**src/hdl/murmur3_x64_128_hash_top_assert.svh**
```systemverilog
// assertion macros for the hash block
`ifndef MURMUR3_X64_128_HASH_TOP_ASSERT_SVH
`define MURMUR3_X64_128_HASH_TOP_ASSERT_SVH

`ifndef ASSERT_OFF
`define M3H_ASSERT(label, prop, msg) \
  label: assert property (@(posedge clk) disable iff (rst) prop) else $error(msg);
`define M3H_ASSERT_RST(label, prop, msg) \
  label: assert property (@(posedge clk) prop) else $error(msg);
`else
`define M3H_ASSERT(label, prop, msg)
`define M3H_ASSERT_RST(label, prop, msg)
`endif

`endif

```
**src/hdl/m3h_pkg.sv**
```systemverilog
package m3h_pkg;

  localparam logic [63:0] MIX_C1  = 64'h87c37b91114253d5;
  localparam logic [63:0] MIX_C2  = 64'h4cf5ad432745937f;
  localparam logic [63:0] LANE_C1 = 64'h0000000052dce729;
  localparam logic [63:0] LANE_C2 = 64'h0000000038495ab5;
  localparam logic [63:0] FMIX_C1 = 64'hff51afd7ed558ccd;
  localparam logic [63:0] FMIX_C2 = 64'hc4ceb9fe1a85ec53;

  localparam int CFG_IDX_W = 1;
  localparam int DATA_IN_W = 136;
  localparam int DATA_OUT_W = 128;
  localparam logic [1:0] PHASE_LAST = 2'd2;

  typedef enum logic [CFG_IDX_W-1:0] {
    CFG_SEED_UPPER,
    CFG_SEED_LOWER
  } cfg_idx_t;

  typedef enum logic [3:0] {
    DP_NOP,
    DP_LOAD,
    DP_MUL,
    DP_MIX1A,
    DP_MIX1B,
    DP_MIX2A,
    DP_MIX2B,
    DP_TAIL,
    DP_FXOR,
    DP_FADD1,
    DP_FADD2,
    DP_FMLOAD,
    DP_FMSHIFT,
    DP_FSUM1,
    DP_FSUM2,
    DP_OUT
  } dp_op_t;

  typedef enum logic [1:0] {
    MS_SCR1,
    MS_SCR2,
    MS_FMIX1,
    MS_FMIX2
  } mul_sel_t;

  typedef struct packed {
    dp_op_t     op;
    mul_sel_t   msel;
    logic [1:0] phase;
  } dp_cmd_t;

  typedef struct packed {
    logic last;
    logic full;
  } dp_stat_t;

  function automatic logic [63:0] rotl64(input logic [63:0] x, input int r);
    return (x << r) | (x >> (64 - r));
  endfunction

  // keep the low n bytes, n in 0..8
  function automatic logic [63:0] byte_mask(input logic [3:0] n);
    logic [63:0] m;
    m = '0;
    for (int i = 0; i < 8; i++) begin
      m[8*i +: 8] = (n > 4'(i)) ? 8'hff : 8'h00;
    end
    return m;
  endfunction

endpackage

```
**src/hdl/m3h_ctrl.sv**
```systemverilog
module m3h_ctrl (
  input  logic              clk,
  input  logic              rst,
  input  logic              s_tvalid,
  output logic              s_tready,
  output logic              m_tvalid,
  input  logic              m_tready,
  input  m3h_pkg::dp_stat_t stat,
  output m3h_pkg::dp_cmd_t  cmd
);
  import m3h_pkg::*;

  typedef enum logic [4:0] {
    ST_IDLE,
    ST_SCR1,
    ST_SCR2,
    ST_MIX1A,
    ST_MIX1B,
    ST_MIX2A,
    ST_MIX2B,
    ST_TAIL,
    ST_FXOR,
    ST_FADD1,
    ST_FADD2,
    ST_FMLOAD,
    ST_FM1,
    ST_FMS1,
    ST_FM2,
    ST_FMS2,
    ST_FSUM1,
    ST_FSUM2,
    ST_OUT
  } state_t;

  state_t     state;
  logic [1:0] phase;
  logic       out_valid;
  logic       out_go;

  assign s_tready = (state == ST_IDLE);
  assign m_tvalid = out_valid;
  assign out_go   = (state == ST_OUT) && (!out_valid || m_tready);

  always_comb begin
    cmd.op    = DP_NOP;
    cmd.msel  = MS_SCR1;
    cmd.phase = phase;
    unique case (state)
      ST_IDLE:   cmd.op = s_tvalid ? DP_LOAD : DP_NOP;
      ST_SCR1:   cmd.op = DP_MUL;
      ST_SCR2: begin
        cmd.op   = DP_MUL;
        cmd.msel = MS_SCR2;
      end
      ST_MIX1A:  cmd.op = DP_MIX1A;
      ST_MIX1B:  cmd.op = DP_MIX1B;
      ST_MIX2A:  cmd.op = DP_MIX2A;
      ST_MIX2B:  cmd.op = DP_MIX2B;
      ST_TAIL:   cmd.op = DP_TAIL;
      ST_FXOR:   cmd.op = DP_FXOR;
      ST_FADD1:  cmd.op = DP_FADD1;
      ST_FADD2:  cmd.op = DP_FADD2;
      ST_FMLOAD: cmd.op = DP_FMLOAD;
      ST_FM1: begin
        cmd.op   = DP_MUL;
        cmd.msel = MS_FMIX1;
      end
      ST_FMS1:   cmd.op = DP_FMSHIFT;
      ST_FM2: begin
        cmd.op   = DP_MUL;
        cmd.msel = MS_FMIX2;
      end
      ST_FMS2:   cmd.op = DP_FMSHIFT;
      ST_FSUM1:  cmd.op = DP_FSUM1;
      ST_FSUM2:  cmd.op = DP_FSUM2;
      ST_OUT:    cmd.op = out_go ? DP_OUT : DP_NOP;
      default:   cmd.op = DP_NOP;
    endcase
  end

  always_ff @(posedge clk) begin
    if (rst) begin
      state     <= ST_IDLE;
      phase     <= '0;
      out_valid <= 1'b0;
    end else begin
      if (out_go) begin
        out_valid <= 1'b1;
      end else if (m_tready) begin
        out_valid <= 1'b0;
      end
      unique case (state)
        ST_IDLE: begin
          phase <= '0;
          if (s_tvalid) begin
            state <= ST_SCR1;
          end
        end
        ST_SCR1, ST_SCR2, ST_FM1, ST_FM2: begin
          if (phase == PHASE_LAST) begin
            phase <= '0;
            unique case (state)
              ST_SCR1: state <= ST_SCR2;
              ST_SCR2: state <= stat.full ? ST_MIX1A : ST_TAIL;
              ST_FM1:  state <= ST_FMS1;
              default: state <= ST_FMS2;
            endcase
          end else begin
            phase <= phase + 2'd1;
          end
        end
        ST_MIX1A:  state <= ST_MIX1B;
        ST_MIX1B:  state <= ST_MIX2A;
        ST_MIX2A:  state <= ST_MIX2B;
        ST_MIX2B:  state <= stat.last ? ST_FXOR : ST_IDLE;
        ST_TAIL:   state <= ST_FXOR;
        ST_FXOR:   state <= ST_FADD1;
        ST_FADD1:  state <= ST_FADD2;
        ST_FADD2:  state <= ST_FMLOAD;
        ST_FMLOAD: state <= ST_FM1;
        ST_FMS1:   state <= ST_FM2;
        ST_FMS2:   state <= ST_FSUM1;
        ST_FSUM1:  state <= ST_FSUM2;
        ST_FSUM2:  state <= ST_OUT;
        ST_OUT: begin
          if (out_go) begin
            state <= ST_IDLE;
          end
        end
        default:   state <= ST_IDLE;
      endcase
    end
  end

endmodule

```
**config.mk**
```make
export PLATFORM = sky130hd
export DESIGN_NAME = m3h_ctrl
export DESIGN_NICKNAME = d
export VERILOG_FILES = /design/src/hdl/murmur3_x64_128_hash_top_assert.svh /design/src/hdl/m3h_pkg.sv /design/src/hdl/m3h_ctrl.sv
export SDC_FILE = /design/constraint.sdc
export NUM_CORES = 1
export LEC_CHECK = 0
export BUFFER_PORTS_ARGS = -buffer_cell sky130_fd_sc_hd__buf_2
export CAP_MARGIN = 20
export CORE_AREA = 2 2 39 41
export CTS_BUF_LIST = sky130_fd_sc_hd__clkbuf_2 sky130_fd_sc_hd__clkbuf_4 sky130_fd_sc_hd__clkbuf_8
export CTS_CLUSTER_SIZE = 40
export DETAILED_ROUTE_END_ITERATION = 8
export DIE_AREA = 0 0 41 43
export GPL_TIMING_DRIVEN = 0
export MAX_ROUTING_LAYER = met4
export PLACE_DENSITY = 0.78
export SYNTH_ARGS = -nofsm -noshare
export SYNTH_HDL_FRONTEND = slang
export SYNTH_SLANG_ARGS = --single-unit
```
**constraint.sdc**
```tcl
create_clock -name clk -period 1.8 [get_ports clk]
set_input_delay 0.27 -clock clk [delete_from_list [all_inputs] [get_ports clk]]
set_output_delay 0.27 -clock clk [all_outputs]
set_load 0.05 [all_outputs]
```
==> results.tsv <==
metric	value	unit
Post-DRT Antenna Nets	0	
synthesized area per cell	7.602	um2
Initial Util	0.5054	
first-pass detailed-route iteration total	4	
num rows	14	
P per Cell Area	1649	nW/um2
total gr overflow	0	
Netlist Area Pre-Place	699.4	um2
Die ar.	1763	um2
Synth Register Bits	8	
DRT iter0 DRCs	37	
CTS tree	done	
Primary FF master, synth	dfxtp_1	
Synth area leader	dfxtp_1	
Combinational Power Share	0.712	
routability cong.	0.8985	
share of the synthesized area in the top cell type	0.2290	
CP Data Arrival Time	1.48	ns
Internal Pwr Total	731.6	uW
I/O pin cnt	16	
area delta synth->final	32.20	%
Critical Path End Type	output pin	
Worst Skew	0.01130	ns
Seq/Total Area, Yosys	0.2290	
Max Slew Vio Count	0	
Async SR Flop Fraction	0	
vias in the first global route	694	
dpl cells	123	
Via density	6.169	
HP Class	input port to flip-flop	
antenna violations before repair	0	
IO Port Bufs	15	
Worst Setup Start Kind	flip-flop	
P_leak	0.0003774	uW
clock slew at reported path FFs	0.06	ns
Final Critical Period	1.747	ns
fmax	0.5724	GHz
Final Hold Fails	0	
Worst-Margin Slew	0.4401	ns
Core ar.	1384	um2
final WL	1951	um
synth warn	0	
Die W	41	um
Non-Filler Instances	130	
Root Buffer	clkbuf_4	
final setup fails	0	
setup TNS	0	ns
Max Root-Sink Buffers	2	
crit path max fanout	7	
vias post-DR	802	
worst-skew pair later-pin latency	0.26	ns
crit path kind	flip-flop to output pin	
largest net degree at the start of global routing	13	
CTS Buf Count	3	
final instance area	924.6	um2
Clock Power Share	0.090	
Req. time, crit path	1.53	ns
fill count	122	
DRC	0	
Worst slew margin	0.7066	
number of diodes	0	
layout cells sized above 1	0.3947	
fin crit share	0.9705	
fin nets	122	
Synth cell types	34	
HPWL after DPL	1297	um
Hold Worst Slack	0.4004	ns
htree depth	1	
top post-synthesis cells by area	dfxtp_1, a21oi_1, nor2b_1, o21ai_0, nor2_1	
global-route usage over all layers	0.2389	
Sw Ratio	0.5202	
# clock sinks	8	
Post-DP Area	810.8	um2
peak supply drop	1.165	mV
P_sw	793.1	uW
WL/cell	15.01	um
Max-Cap Viols	0	
status	finished clean	
Synth Net Count	98	
number of synthesized flops with an enable pin	0	
top post-synthesis cells by count	a21oi_1, nor2_1, dfxtp_1, o21ai_0, nor2b_1	
first-pass GRT wire length	2849	um
Util after Layout	0.6682	
sequential power share	0.197	
die height	43	um
Mapped Cells	92	
[area by class of cell]
cell class	count	area, um2	share of cell area
multi-input combinational	74	513.0	0.5548
sequential	8	168.9	0.1827
tap	16	20.02	0.02165
timing repair buffer	21	140.1	0.1516
inverter	2	7.507	0.008119
clock buffer	3	22.52	0.02436
buffer	6	52.55	0.05683
[repair_timing]
item | in CTS | in global routing
endpoints found under the setup margin | 4 | 5
hold buffers | 0 | 0
gates resized for setup | 13 | 15
cloned | 0 | 0
setup buffers | 0 | 6
hold endpoints to repair | 0 | 0
[layout by cell type, fill, tap and decap left out, types with 2 or more instances in the layout]
cell	count
nor2_1	9
o21ai_1	3
mux2_4	2
nor2b_1	6
a21oi_1	9
o22ai_2	2
a32oi_1	2
dfxtp_1	5
a31oi_1	3
nand2_1	5
buf_4	11
o21ai_0	4
buf_2	10
nand2b_1	3
clkbuf_4	4
o211ai_1	2
nand3_1	2
dfxtp_4	2
a2111oi_0	2
buf_6	3
and3_1	2
[registers in the layout, indices dropped and copies added (netlist names)]
| signal | count |
|---|---|
| m_tvalid | 1 |
| phase | 2 |
| state | 5 |
[kinds of logic after synthesis]
group / share of synthesized area
flip-flops: 0.2290
AO/OA/AOI/OAI: 0.3292
multiplexers: 0.05725
buffers and inverters: 0.07513
AND/OR/NAND/NOR: 0.2970
XOR/XNOR: 0.01252
[power by group through the flow]
stage               combinational (uW)  clock, uW  sequential [uW]
floorplan                          795          0              304
global placement                  1000          0              262
detailed placement                1020          0              264
CTS                               1040        141              287
global route                      1150        153              311
finish                            1090        137              301
[final timing paths]
kind	cells past startpoint	slack, ns	to	startpoint
max	6	0.05	cmd[4]	state[3]
max reg2reg	5	0.19	state[0]	state[0]
min	3	0.40	state[0]	rst
min reg2reg	2	0.49	phase[1]	phase[1]
[routing by layer]
metal,track usage,part of all wire,vias up
met5,-,0,-
met4,0.1067,0.0041,0
met3,0.04188,0.072,2
met2,0.3844,0.50,43
met1,0.2745,0.42,377
li1,-,-,380
[through the flow]
step | setup slack, ns | total power, uW
2_1_floorplan | -0.1334 | 1099
4_1_cts | 0.001553 | 1463
5_1_grt | -0.02016 | 1615
3_3_place_gp | -0.04603 | 1265
6_report | 0.05306 | 1525
3_5_place_dp | -0.1097 | 1283
[critical path, stage by stage, from the launching register on]
cell,delay [ns]
dfxtp_4,0.40
buf_8,0.13
nor2b_4,0.18
nand2_2,0.07
o21a_1,0.11
o22ai_2,0.14
buf_6,0.18
Note: power is estimated with default switching activity, not from simulation.
